<file path="src/hw/rtl/hpkb_pkg.sv">
// Shared types, constants and codes of the HTTP path keyword blocker.
`default_nettype none

package hpkb_pkg;

  localparam int unsigned NumKeywords = 3;
  localparam int unsigned WinDepth    = 16;
  localparam int unsigned LenLimit    = 1024;
  localparam int unsigned CountW      = 10;
  localparam int unsigned QueueDepth  = 2;

  localparam logic [3:0]        PrefixSkip = 4'd11;
  localparam logic [4:0]        MaxWordLen = 5'd16;
  localparam logic [CountW-1:0] LenCap     =
      CountW'(((LenLimit - 1) < 1023) ? (LenLimit - 1) : 1023);

  localparam logic [7:0] ByteSlash = 8'h2F;
  localparam logic [7:0] ByteSpace = 8'h20;

  typedef enum logic [1:0] {
    PHASE_SKIP = 2'd0,
    PHASE_HOST = 2'd1,
    PHASE_PATH = 2'd2,
    PHASE_DONE = 2'd3
  } phase_e;

  typedef enum logic [1:0] {
    VERDICT_ALLOWED   = 2'd0,
    VERDICT_BLOCKED   = 2'd1,
    VERDICT_MALFORMED = 2'd2
  } verdict_e;

  typedef enum logic [1:0] {
    EMIT_NONE      = 2'd0,
    EMIT_VERDICT   = 2'd1,
    EMIT_MALFORMED = 2'd2
  } emit_e;

  typedef enum logic [2:0] {
    CFG_KW0_LOW  = 3'd0,
    CFG_KW0_HIGH = 3'd1,
    CFG_KW1_LOW  = 3'd2,
    CFG_KW1_HIGH = 3'd3,
    CFG_KW2_LOW  = 3'd4,
    CFG_KW2_HIGH = 3'd5,
    CFG_LENGTHS  = 3'd6
  } cfg_index_e;

  typedef struct packed {
    logic              byte_en;
    logic              first;
    logic [7:0]        data;
    emit_e             emit;
    logic [CountW-1:0] host_len;
    logic [CountW-1:0] path_len;
  } op_t;

endpackage

`default_nettype wire

</file>
<file path="src/hw/rtl/hpkb_front.sv">
// Request parser: tracks the phase and lengths and issues work to the matcher.
`default_nettype none

module hpkb_front (
  input  wire logic         clk_i,
  input  wire logic         rst_ni,
  input  wire logic         in_valid_i,
  output logic              in_ready_o,
  input  wire logic [7:0]   data_byte_i,
  input  wire logic         start_of_request_i,
  input  wire logic         end_of_request_i,
  input  wire logic         full_i,
  output logic              push_o,
  output hpkb_pkg::op_t     push_op_o
);

  hpkb_pkg::phase_e                 phase_q, phase_d;
  logic [3:0]                       prefix_q, prefix_d;
  logic [hpkb_pkg::CountW-1:0]      host_q, host_d;
  logic [hpkb_pkg::CountW-1:0]      path_q, path_d;
  logic                             accept;

  assign in_ready_o = !full_i;
  assign accept     = in_valid_i && !full_i;

  always_ff @(posedge clk_i or negedge rst_ni) begin
    if (!rst_ni) begin
      phase_q  <= hpkb_pkg::PHASE_SKIP;
      prefix_q <= '0;
      host_q   <= '0;
      path_q   <= '0;
    end else begin
      phase_q  <= phase_d;
      prefix_q <= prefix_d;
      host_q   <= host_d;
      path_q   <= path_d;
    end
  end

  always_comb begin
    hpkb_pkg::phase_e            ph;
    logic [3:0]                  pc;
    logic [hpkb_pkg::CountW-1:0] hc;
    logic [hpkb_pkg::CountW-1:0] pl;
    hpkb_pkg::op_t               op;

    ph = start_of_request_i ? hpkb_pkg::PHASE_SKIP : phase_q;
    pc = start_of_request_i ? 4'd0 : prefix_q;
    hc = start_of_request_i ? '0 : host_q;
    pl = start_of_request_i ? '0 : path_q;

    op          = '0;
    op.data     = data_byte_i;
    op.emit     = hpkb_pkg::EMIT_NONE;

    if (ph == hpkb_pkg::PHASE_SKIP) begin
      if (pc >= hpkb_pkg::PrefixSkip) begin
        ph = hpkb_pkg::PHASE_HOST;
      end else begin
        pc = pc + 4'd1;
      end
    end

    case (ph)
      hpkb_pkg::PHASE_HOST: begin
        if (data_byte_i == hpkb_pkg::ByteSlash) begin
          ph         = hpkb_pkg::PHASE_PATH;
          op.byte_en = 1'b1;
          op.first   = 1'b1;
          if (pl < hpkb_pkg::LenCap) pl = pl + 1'b1;
        end else if (hc < hpkb_pkg::LenCap) begin
          hc = hc + 1'b1;
        end
      end
      hpkb_pkg::PHASE_PATH: begin
        if (data_byte_i == hpkb_pkg::ByteSpace) begin
          ph      = hpkb_pkg::PHASE_DONE;
          op.emit = hpkb_pkg::EMIT_VERDICT;
        end else begin
          op.byte_en = 1'b1;
          if (pl < hpkb_pkg::LenCap) pl = pl + 1'b1;
        end
      end
      default: ;
    endcase

    if (end_of_request_i && ph != hpkb_pkg::PHASE_DONE) begin
      ph      = hpkb_pkg::PHASE_DONE;
      op.emit = hpkb_pkg::EMIT_MALFORMED;
    end

    op.host_len = hc;
    op.path_len = pl;

    phase_d  = phase_q;
    prefix_d = prefix_q;
    host_d   = host_q;
    path_d   = path_q;
    if (accept) begin
      phase_d  = ph;
      prefix_d = pc;
      host_d   = hc;
      path_d   = pl;
    end

    push_op_o = op;
    push_o    = accept && (op.byte_en || op.emit != hpkb_pkg::EMIT_NONE);
  end

endmodule

`default_nettype wire

</file>
<file path="src/hw/rtl/hpkb_queue.sv">
// Short queue of work words between the parser and the matcher.
`default_nettype none

module hpkb_queue (
  input  wire logic           clk_i,
  input  wire logic           rst_ni,
  input  wire logic           push_i,
  input  hpkb_pkg::op_t       push_op_i,
  output logic                full_o,
  input  wire logic           pop_i,
  output logic                head_valid_o,
  output hpkb_pkg::op_t       head_op_o
);

  localparam int unsigned PtrW = (hpkb_pkg::QueueDepth > 1) ?
                                 $clog2(hpkb_pkg::QueueDepth) : 1;
  localparam int unsigned CntW = $clog2(hpkb_pkg::QueueDepth + 1);
  localparam logic [PtrW-1:0] PtrLast = PtrW'(hpkb_pkg::QueueDepth - 1);
  localparam logic [CntW-1:0] CntFull = CntW'(hpkb_pkg::QueueDepth);

  hpkb_pkg::op_t   mem_q [hpkb_pkg::QueueDepth];
  logic [PtrW-1:0] wr_ptr_q, wr_ptr_d;
  logic [PtrW-1:0] rd_ptr_q, rd_ptr_d;
  logic [CntW-1:0] cnt_q, cnt_d;

  assign full_o       = (cnt_q == CntFull);
  assign head_valid_o = (cnt_q != '0);
  assign head_op_o    = mem_q[rd_ptr_q];

  always_comb begin
    wr_ptr_d = wr_ptr_q;
    rd_ptr_d = rd_ptr_q;
    cnt_d    = cnt_q;
    if (push_i) begin
      wr_ptr_d = (wr_ptr_q == PtrLast) ? '0 : wr_ptr_q + 1'b1;
    end
    if (pop_i) begin
      rd_ptr_d = (rd_ptr_q == PtrLast) ? '0 : rd_ptr_q + 1'b1;
    end
    if (push_i && !pop_i) begin
      cnt_d = cnt_q + 1'b1;
    end else if (pop_i && !push_i) begin
      cnt_d = cnt_q - 1'b1;
    end
  end

  always_ff @(posedge clk_i or negedge rst_ni) begin
    if (!rst_ni) begin
      wr_ptr_q <= '0;
      rd_ptr_q <= '0;
      cnt_q    <= '0;
    end else begin
      wr_ptr_q <= wr_ptr_d;
      rd_ptr_q <= rd_ptr_d;
      cnt_q    <= cnt_d;
    end
  end

  always_ff @(posedge clk_i) begin
    if (push_i) begin
      mem_q[wr_ptr_q] <= push_op_i;
    end
  end

endmodule

`default_nettype wire

</file>
<file path="src/hw/rtl/hpkb_back.sv">
// Keyword matcher: keyword registers, path window, hit flag and result register.
`default_nettype none

module hpkb_back #(
  parameter int unsigned NUM_KEYWORDS = hpkb_pkg::NumKeywords
) (
  input  wire logic                          clk_i,
  input  wire logic                          rst_ni,
  input  wire logic                          cfg_valid_i,
  input  wire logic [2:0]                    cfg_index_i,
  input  wire logic [63:0]                   cfg_data_i,
  input  wire logic                          head_valid_i,
  input  hpkb_pkg::op_t                      head_op_i,
  output logic                               pop_o,
  input  wire logic                          out_ready_i,
  output logic                               out_valid_o,
  output logic [1:0]                         verdict_o,
  output logic [hpkb_pkg::CountW-1:0]        host_length_o,
  output logic [hpkb_pkg::CountW-1:0]        path_length_o
);

  localparam int unsigned Depth = hpkb_pkg::WinDepth;
  localparam int unsigned FillW = $clog2(Depth + 1);
  localparam int unsigned SelW  = $clog2(Depth);
  localparam logic [FillW-1:0] FillMax = FillW'(Depth);

  function automatic logic [7:0] fold(input logic [7:0] c);
    if (c >= 8'h41 && c <= 8'h5A) begin
      return c + 8'h20;
    end
    return c;
  endfunction

  logic [7:0]        kw_q  [NUM_KEYWORDS][Depth];
  logic [4:0]        len_q [NUM_KEYWORDS];
  logic [7:0]        win_q [Depth];
  logic [7:0]        win_n [Depth];
  logic [FillW-1:0]  fill_q, fill_n;
  logic              hit_q, hit_n;
  logic [NUM_KEYWORDS-1:0] kw_hit;

  logic                      out_valid_q;
  hpkb_pkg::verdict_e        verdict_q;
  logic [hpkb_pkg::CountW-1:0] host_q, path_q;
  logic                      out_free;
  logic                      emits;
  logic                      cfg_kw_sel;

  assign cfg_kw_sel = (cfg_index_i < hpkb_pkg::CFG_LENGTHS);

  always_ff @(posedge clk_i or negedge rst_ni) begin
    if (!rst_ni) begin
      for (int k = 0; k < NUM_KEYWORDS; k++) begin
        len_q[k] <= '0;
        for (int i = 0; i < Depth; i++) begin
          kw_q[k][i] <= '0;
        end
      end
    end else if (cfg_valid_i) begin
      for (int k = 0; k < NUM_KEYWORDS; k++) begin
        if (cfg_kw_sel && cfg_index_i[2:1] == 2'(k)) begin
          for (int i = 0; i < Depth / 2; i++) begin
            if (cfg_index_i[0]) begin
              kw_q[k][i + Depth / 2] <= fold(cfg_data_i[8*i +: 8]);
            end else begin
              kw_q[k][i] <= fold(cfg_data_i[8*i +: 8]);
            end
          end
        end
        if (cfg_index_i == hpkb_pkg::CFG_LENGTHS) begin
          len_q[k] <= (cfg_data_i[5*k +: 5] > hpkb_pkg::MaxWordLen) ?
                      hpkb_pkg::MaxWordLen : cfg_data_i[5*k +: 5];
        end
      end
    end
  end

  always_comb begin
    win_n[0] = fold(head_op_i.data);
    for (int j = 1; j < Depth; j++) begin
      win_n[j] = win_q[j-1];
    end
    if (head_op_i.first) begin
      fill_n = FillW'(1);
    end else if (fill_q == FillMax) begin
      fill_n = fill_q;
    end else begin
      fill_n = fill_q + 1'b1;
    end
  end

  always_comb begin
    logic [SelW-1:0] sel;
    logic [4:0]      off;
    sel = '0;
    off = '0;
    for (int k = 0; k < NUM_KEYWORDS; k++) begin
      kw_hit[k] = (len_q[k] != 5'd0) && (5'(fill_n) >= len_q[k]);
      for (int i = 0; i < Depth; i++) begin
        if (5'(i) < len_q[k]) begin
          off = len_q[k] - 5'd1 - 5'(i);
          sel = off[SelW-1:0];
          if (win_n[sel] != kw_q[k][i]) kw_hit[k] = 1'b0;
        end
      end
    end
    hit_n = ((head_op_i.first) ? 1'b0 : hit_q) | (|kw_hit);
  end

  assign out_free = !out_valid_q || out_ready_i;
  assign emits    = (head_op_i.emit != hpkb_pkg::EMIT_NONE);
  assign pop_o    = head_valid_i && (!emits || out_free);

  always_ff @(posedge clk_i) begin
    if (pop_o && head_op_i.byte_en) begin
      for (int j = 0; j < Depth; j++) begin
        win_q[j] <= win_n[j];
      end
    end
    if (pop_o && emits) begin
      host_q <= head_op_i.host_len;
      path_q <= head_op_i.path_len;
      if (head_op_i.emit == hpkb_pkg::EMIT_MALFORMED) begin
        verdict_q <= hpkb_pkg::VERDICT_MALFORMED;
      end else begin
        verdict_q <= hit_q ? hpkb_pkg::VERDICT_BLOCKED : hpkb_pkg::VERDICT_ALLOWED;
      end
    end
  end

  always_ff @(posedge clk_i or negedge rst_ni) begin
    if (!rst_ni) begin
      fill_q      <= '0;
      hit_q       <= 1'b0;
      out_valid_q <= 1'b0;
    end else begin
      if (pop_o && head_op_i.byte_en) begin
        fill_q <= fill_n;
        hit_q  <= hit_n;
      end
      if (pop_o && emits) begin
        out_valid_q <= 1'b1;
      end else if (out_ready_i) begin
        out_valid_q <= 1'b0;
      end
    end
  end

  assign out_valid_o   = out_valid_q;
  assign verdict_o     = verdict_q;
  assign host_length_o = host_q;
  assign path_length_o = path_q;

endmodule

`default_nettype wire

</file>
<file path="src/hw/rtl/http_path_keyword_blocker.sv">
// Top level of the HTTP path keyword blocker: parser, queue and matcher.
//
// Input channel: one request byte per word on in_valid_i/in_ready_o, with
// start_of_request_i marking the first byte and end_of_request_i the last.
// Output channel: one verdict word (allowed, blocked or malformed) with the
// host and path lengths on out_valid_o/out_ready_i, issued when the space
// that ends the path arrives or when a request ends early.
// Configuration: cfg_valid_i/cfg_ready_o writes keyword bytes (index 0..5)
// and the packed keyword lengths (index 6); cfg_ready_o is always high.
// Throughput: one byte per cycle while the queue has room; the window compare
// is combinational. A verdict passes through the queue register and then the
// output register before it shows on out_valid_o.
// Reset clears the parse state, keywords and lengths; the queue empties.
// When the receiver stalls, the output register holds its word, the two-entry
// queue fills, and in_ready_o drops until the verdict is taken.
`default_nettype none

module http_path_keyword_blocker #(
  parameter int unsigned NUM_KEYWORDS = hpkb_pkg::NumKeywords
) (
  input  wire logic                    clk_i,
  input  wire logic                    rst_ni,
  input  wire logic                    in_valid_i,
  output logic                         in_ready_o,
  input  wire logic [7:0]              data_byte_i,
  input  wire logic                    start_of_request_i,
  input  wire logic                    end_of_request_i,
  output logic                         out_valid_o,
  input  wire logic                    out_ready_i,
  output logic [1:0]                   verdict_o,
  output logic [hpkb_pkg::CountW-1:0]  host_length_o,
  output logic [hpkb_pkg::CountW-1:0]  path_length_o,
  input  wire logic                    cfg_valid_i,
  output logic                         cfg_ready_o,
  input  wire logic [2:0]              cfg_index_i,
  input  wire logic [63:0]             cfg_data_i
);

  logic          push;
  logic          full;
  logic          pop;
  logic          head_valid;
  hpkb_pkg::op_t push_op;
  hpkb_pkg::op_t head_op;

  assign cfg_ready_o = 1'b1;

  hpkb_front u_front (
    .clk_i              (clk_i),
    .rst_ni             (rst_ni),
    .in_valid_i         (in_valid_i),
    .in_ready_o         (in_ready_o),
    .data_byte_i        (data_byte_i),
    .start_of_request_i (start_of_request_i),
    .end_of_request_i   (end_of_request_i),
    .full_i             (full),
    .push_o             (push),
    .push_op_o          (push_op)
  );

  hpkb_queue u_queue (
    .clk_i        (clk_i),
    .rst_ni       (rst_ni),
    .push_i       (push),
    .push_op_i    (push_op),
    .full_o       (full),
    .pop_i        (pop),
    .head_valid_o (head_valid),
    .head_op_o    (head_op)
  );

  hpkb_back #(
    .NUM_KEYWORDS (NUM_KEYWORDS)
  ) u_back (
    .clk_i         (clk_i),
    .rst_ni        (rst_ni),
    .cfg_valid_i   (cfg_valid_i),
    .cfg_index_i   (cfg_index_i),
    .cfg_data_i    (cfg_data_i),
    .head_valid_i  (head_valid),
    .head_op_i     (head_op),
    .pop_o         (pop),
    .out_ready_i   (out_ready_i),
    .out_valid_o   (out_valid_o),
    .verdict_o     (verdict_o),
    .host_length_o (host_length_o),
    .path_length_o (path_length_o)
  );

endmodule

`default_nettype wire

</file>
<file path="config.mk">
export PLATFORM = sky130hd
export DESIGN_NAME = http_path_keyword_blocker
export DESIGN_NICKNAME = d
export VERILOG_FILES = /design/src/hw/rtl/hpkb_pkg.sv /design/src/hw/rtl/hpkb_front.sv /design/src/hw/rtl/hpkb_queue.sv /design/src/hw/rtl/hpkb_back.sv /design/src/hw/rtl/http_path_keyword_blocker.sv
export SDC_FILE = /design/constraint.sdc
export NUM_CORES = 2
export LEC_CHECK = 0
export BUFFER_PORTS_ARGS = -buffer_cell sky130_fd_sc_hd__buf_2
export CAP_MARGIN = 20
export CORE_ASPECT_RATIO = 1.75
export CORE_MARGIN = 2
export CORE_UTILIZATION = 45
export CTS_CLUSTER_DIAMETER = 30
export CTS_CLUSTER_SIZE = 14
export DETAILED_ROUTE_END_ITERATION = 8
export PLACE_DENSITY_LB_ADDON = 0.05
export SLEW_MARGIN = 25
export SYNTH_ARGS = -nofsm -noshare
export SYNTH_HDL_FRONTEND = slang
export SYNTH_HIERARCHICAL = 1
export SYNTH_SLANG_ARGS = --single-unit
</file>
<file path="constraint.sdc">
create_clock -name clk_i -period 7.8 [get_ports clk_i]
set_input_delay 1.56 -clock clk_i [delete_from_list [all_inputs] [get_ports clk_i]]
set_output_delay 1.56 -clock clk_i [all_outputs]
set_load 0.02 [all_outputs]
</file>
; Word level (Yosys, flattened, before mapping)
; Memories as Yosys holds them, arrays and structs flattened.
; Cells that the tools add are included.
[classes]
mux = 462
n_reduce_logical = 49
eq_ne = 59
magnitude_cmp = 124
bitwise = 50
add_sub_neg = 65
[ops]
columns = cell, n
row1 = $bmux 8 s4, 48
row2 = $mux 8, 154
row3 = $ne 8x8->1, 48
row4 = $ge 5x5->1 const B, 48
row5 = $not 4->5, 48
row6 = $mux 1, 230
row7 = $lt 4x5->1 const A, 24
row8 = $sub 4x4->4 const B, 24
row9 = $mux 10, 8
row10 = $add 8x6->8 const B, 9
row11 = $ge 8x7->1 const B, 9
row12 = $le 8x7->1 const B, 9
row13 = $lt 3x5->1 const A, 12
row14 = $sub 4x3->4 const B, 12
row15 = $lt 1x5->1 const A, 6
row16 = $lt 2x5->1 const A, 6
row17 = $mux 5, 5
row18 = $sub 4x1->4 const B, 6
row19 = $sub 4x2->4 const B, 6
row20 = $logic_and 1x1->1, 23
row21 = $mux 2, 11
row22 = $add 10x1->10 const B, 2
row23 = $lt 10x10->1 const B, 2
row24 = $pmux 10 s2, 1
row25 = other kinds (28), 58
[totals]
output_inout_bits = 25
register_bits = 458
word_cells = 875
inputBits = 82
memories = 2
mem_bits_rw = 192
[memory_table]
columns = name, depth, width, read_ports, rd_ports_with_merged_regs, wr, line_no
row1 = u_back.win_q, 16, 8, 15, 0, 16, hpkb_back.sv:36  ; logic [7:0] win_q [Depth];
row2 = u_queue.mem_q, 2, 32, 1, 0, 1, hpkb_queue.sv:21  ; hpkb_pkg::op_t mem_q [hpkb_pkg::QueueDepth];

; Longest topological paths before layout
; An unclocked memory read counts as a cell.
[depth]
ltp_word = 43
ltp_mapped = 26
ltp_nobuf = 18

; Cells and area by module
; The synthesis kept the hierarchy.
[by_module_without_submodules]
columns = module, area_each_um2, cells_per_inst, seq_area_each_um2, n_inst
row1 = hpkb_back, 47892.2, 4914, 14423.8, 1
row2 = hpkb_queue, 2651.3, 116, 2021.9, 1
row3 = hpkb_front, 2353.5, 286, 650.6, 1
row4 = http_path_keyword_blocker, 11.3, 2, 0.0, 1

; Worst setup path after synthesis
; No wires, ideal clock.
[synth_path]
path_kind = input -> register
start = in start_of_request_i
end = mem u_queue/mem_q[0][0] in the netlist's numbering (enable)
arrival_time_ns = 5.733
path_buffers = 3
t_required_ns = 7.375
setup_slack_ns = 1.642
setup_time_ns = 0.425
stages = 16
cell_sequence = clkbuf_1 -> clkbuf_1 -> clkbuf_1 -> nor2b_1 -> ha_1 -> o21ai_0 -> o31ai_1 -> ha_1 -> inv_1 -> or3_4 -> nand2_4 -> nand2_4 -> clkinv_8 -> nor3_1 -> a21oi_1 -> nor2b_1
[synth_lines]
columns = item, line_no
row1 = "start, declared", http_path_keyword_blocker.sv:26  ; input wire logic start_of_request_i,
row2 = "end, declared", hpkb_queue.sv:21

; Final worst setup path
[layout_path]
start = reg u_back/len_q[5] in the netlist's numbering
end = reg u_back.hit_q
[layout_between]
elab_chain_cells = 40
word_cells_on_any_way = 149
cone_classes = add/sub (16) / order compare (17) / eq/ne (16) / mux (80) / bitwise (17) / reduce/logical (3)
[layout_lines]
columns = item, line_no
row1 = "start, declared", hpkb_back.sv:35  ; logic [4:0] len_q [NUM_KEYWORDS];
row2 = "start signal, assigned by index", hpkb_back.sv:71  ; len_q[k] <= (cfg_data_i[5*k +: 5] > hpkb_pkg::MaxWordLen) ?
row3 = branches (longest 37 deep; another with $sub 4x1->4), -
row4 = $mux 1 (*), hpkb_back.sv:100  ; if (5'(i) < len_q[k]) begin
row5 = $reduce_or 3->1 (*), hpkb_back.sv:107  ; hit_n = ((head_op_i.first) ? 1'b0 : hit_q) | (|kw_hit);
row6 = $or 1x1->1 (*), hpkb_back.sv:107
row7 = "end signal, assigned", hpkb_back.sv:139  ; hit_q <= hit_n;
row8 = "end, declared", hpkb_back.sv:39  ; logic hit_q, hit_n;
; Every way passes the cells marked *. The select of a mux whose other input is x is not followed.
; A chain may end at the register's enable or synchronous reset.

==> results by group <==
Global routing
  • Global route overflow: 0
  • Largest net degree at the start of global routing: 141
  • Antenna violations before repair: 41
  • First-pass GRT wire length: 387900 um
  • Total track usage: 47.31%
  • Vias in the first global route: 45670

Clocking
  • Worst-Skew Late Latency: 0.77 ns
  • CTS tree: yes
  • CTS max path bufs: 3
  • Hold_buf cts: 0
  • CTS root buf: clkbuf_16
  • # H-tree levels: 3
  • Post-CTS Setup Bufs: 0
  • Post-cts resize count: 0
  • CTS sink count: 642
  • Clock transition at the registers of the reported paths: 0.05 ns
  • Cts bufs inserted: 120

Finish
  • P&R area growth vs syn: 12.69%
  • Final Net Count: 5446
  • Fin util: 51.08%
  • Layout cells sized above 1: 23.13%

Worst setup path
  • CP max stage delay: 0.96 ns
  • Worst r2r dst: u_back/hit_q
  • Worst R2R Setup Slack: 0.95 ns
  • CP most frequent cell: buf_4
  • Setup crit start kind: flip-flop
  • Critical Path RT: 8.49 ns
  • Reg2reg start: u_back/len_q[5]
  • Crit path kind: flip-flop to flip-flop
  • Worst path bufs/invs: 4
  • Top delay family on crit path: simple AND/OR/NAND/NOR gates
  • R2R cell count: 17
  • Setup crit end: u_back/hit_q
  • Critical-path top delay cell: mux2i_1
  • Worst-path fanout max: 41
  • CP Depth: 17
  • Crit path cell chain: clkinv_2 -> ha_4 -> buf_4 -> mux2i_1 -> mux2_2 -> mux4_2 -> xor2_1 -> nand3_1 -> nor4_1 -> nand4_1 -> nor4_1 -> buf_4 -> a41oi_1 -> nor4b_1 -> buf_4 -> a22oi_1 -> nand2_1
  • Critical path capture point type: flip-flop
  • Worst Setup SP: u_back/len_q[5]
  • Worst endpoint data arrival time: 7.54 ns

Floorplanning
  • Core area: 116700 um^2
  • Die X: 263.2 um
  • I/O Pins: 107
  • DIE HEIGHT: 457.6 um
  • Num rows: 166
  • Initial core utilization: 45.33%
  • Die area: 120400 um^2

Run
  • Max-Cap Viols: 0

Logic synthesis
  • Flops & latches, synth: 642
  • Post-Syn Area per Cell: 9.949 um^2
  • Post-synth cell types: 114
  • Top FF cell, synth: dfrtp_1
  • Largest family of logic cells by synthesized area: multiplexers
  • Adder-Cell Fraction of Synth Area: 1.490%
  • Synthesized Nets: 5463
  • Sequential-to-total area share from yosys stat: 32.31%
  • Compound-cell area share of the yosys netlist: 10.62%
  • Xor and xnor area share after synthesis: 7.352%
  • EDFF count, synth: 206
  • Syn Std Cell Area: 52910 um^2
  • Synth Instances: 5318
  • Multiplexer share of the synthesized area: 29.60%
  • Ys Warns: 6
  • Async S/R FF share, synth: 67.91%
  • Simple-gate portion of the synthesized area: 14.08%

Drt
  • 1st-iter DRT viols: 5375
  • DRT Pass-1 Iters: 6
  • Vias: 47591
  • # DRC: 0
  • Post-DRT Antenna Nets: 0
  • Final WL: 287100 um
  • Vias per inst: 6.855
  • Routed len/inst: 41.36 um

Min path
  • Worst hold path class: flip-flop to flip-flop

Timing
  • RSZ-0062 raised after global routing: false
  • Slew Viols, Final: 0
  • Setup violators final: 0
  • Fmax: 146.0 MHz
  • Final hold vios: 0
  • Final Critical Period: 6.850 ns
  • Hold slack: 0.4722 ns
  • Setup TNS: 0 ns
  • Worst setup margin: 0.9498 ns
  • Crit share post-route: 87.82%
  • Worst slew pin tran: 1.237 ns
  • Worst Skew: 0.02811 ns
  • Slew headroom: 16.67%

Power and ir drop
  • Total power: 29.64 mW
  • Worst vdd ir: 281.6 uV
  • P per Cell Area: 497.1 nW/um^2
  • Leakage dissipation: 24.29 nW

Placed design
  • PortBufs: 105
  • Hpwl dp: 213400 um
  • Routability Congestion: 1.105
  • Dpl ws: 1.169 ns

Outcome
  • Outcome: finished, final reports clean
## flip-flops by register name (all words and copies together) (netlist names), 2 cells and up
name,flops
u_back/win_q,120
u_back/host_length_o,10
u_queue/mem_q,64
u_back/path_length_o,10
u_back/verdict_o,2
u_queue/cnt_q,2
u_front/prefix_q,4
u_front/path_q,10
u_front/host_q,10
u_back/kw_q,384
u_back/len_q,15
u_front/phase_q,2
u_back/fill_q,5
## per-layer routing
metal / routed length (um) / vias to the layer above / GRT usage (%)
li1: - / 19536 / -
met1: 90140 / 23714 / 47.38
met2: 132600 / 3109 / 75.76
met3: 24150 / 1220 / 12.70
met4: 40210 / 12 / 52.60
met5: 81 / - / 0
## kinds of logic after synthesis
group,count (synthesis)
and+or+nand+nor,1657
xor gates and xnor gates,419
DFF,642
muxes,1135
buffers and inverters,516
adders and majority gates,63
AOI/OAI and AO/OA,885
other,1
## cells in the final DEF, fill, tap and decap left out, types with 60 or more instances in the layout
master,synthesis,routed
a21oi_1,184,178
buf_2,115,104
buf_4,35,188
clkbuf_16,0,125
dfrtp_1,436,429
edfxtp_1,206,206
ha_1,63,60
inv_1,61,61
mux2_2,251,251
mux2i_1,544,538
mux4_2,306,306
nand2_1,945,942
nand3_1,65,62
nor2_1,221,219
nor3_1,92,89
o21ai_0,303,300
xnor2_1,227,222
xor2_1,172,170
## worst min-delay path by stage
stage	from	end	slack, ns	cells past startpoint
floorplan	u_back/win_q[0][15]	u_back/win_q[0][23]	0.42	0
global placement	u_back/win_q[1][14]	u_back/win_q[1][22]	0.43	0
detailed placement	u_back/win_q[1][14]	u_back/win_q[1][22]	0.44	0
CTS	u_back/win_q[1][14]	u_back/win_q[1][22]	0.46	0
global route	u_back/win_q[1][14]	u_back/win_q[1][22]	0.48	0
finish	u_back/win_q[1][14]	u_back/win_q[1][22]	0.47	0
## final cells by class
| cell class | instances | area [um^2] |
|---|---|---|
| inverters | 76 | 301.5 |
| well taps | 1512 | 1892 |
| repair buffers | 301 | 2101 |
| flip-flops and latches | 642 | 17120 |
| clock buffers | 144 | 3269 |
| fillers | 10737 | 57100 |
| clock inverters | 86 | 1120 |
| diodes | 22 | 55.05 |
| multi-input cells | 4160 | 33770 |
## report_power, final
part / total, mW / internal (mW) / switching [mW]
registers: 6.24 / 4.50 / 1.74
logic: 17.8 / 6.65 / 11.2
clock network: 5.57 / 3.42 / 2.15
total: 29.6 / 14.6 / 15.1
## synthesized netlist by cell type (all sizes together) (18+ instances only)
cell	n	area, um^2
ha	63	788.3
and2	24	150.1
nor3	95	496.7
xor2	173	1523
or4	18	142.6
a21o	21	157.7
o21ai	321	1618
inv	73	274.0
dfrtp	436	10910
and3	22	137.6
a21oi	184	920.9
buf	198	1195
clkbuf	242	912.1
o31ai	30	245.2
nand2	951	3605
nor2b	46	287.8
nor2	226	865.8
nand3	66	335.3
or3	28	180.2
a22oi	19	142.6
o22ai	30	187.7
nor4	58	390.4
mux2i	544	5445
mux4	306	6892
xnor2	235	2118
o211ai	22	175.2
a31oi	50	319.1
a211oi	33	252.7
nand4	40	250.2
edfxtp	206	6186
mux2	285	3322
nand2b	36	225.2
## through the flow
step                      cells  instance area, um^2
final                      6943                59620
after global routing       6925                59580
after CTS                  6918                59430
after detailed placement   6688                55040
after global placement     6688                55020
after floorplan            5318                52910
No activity file was read; power rests on OpenSTA's default activity.
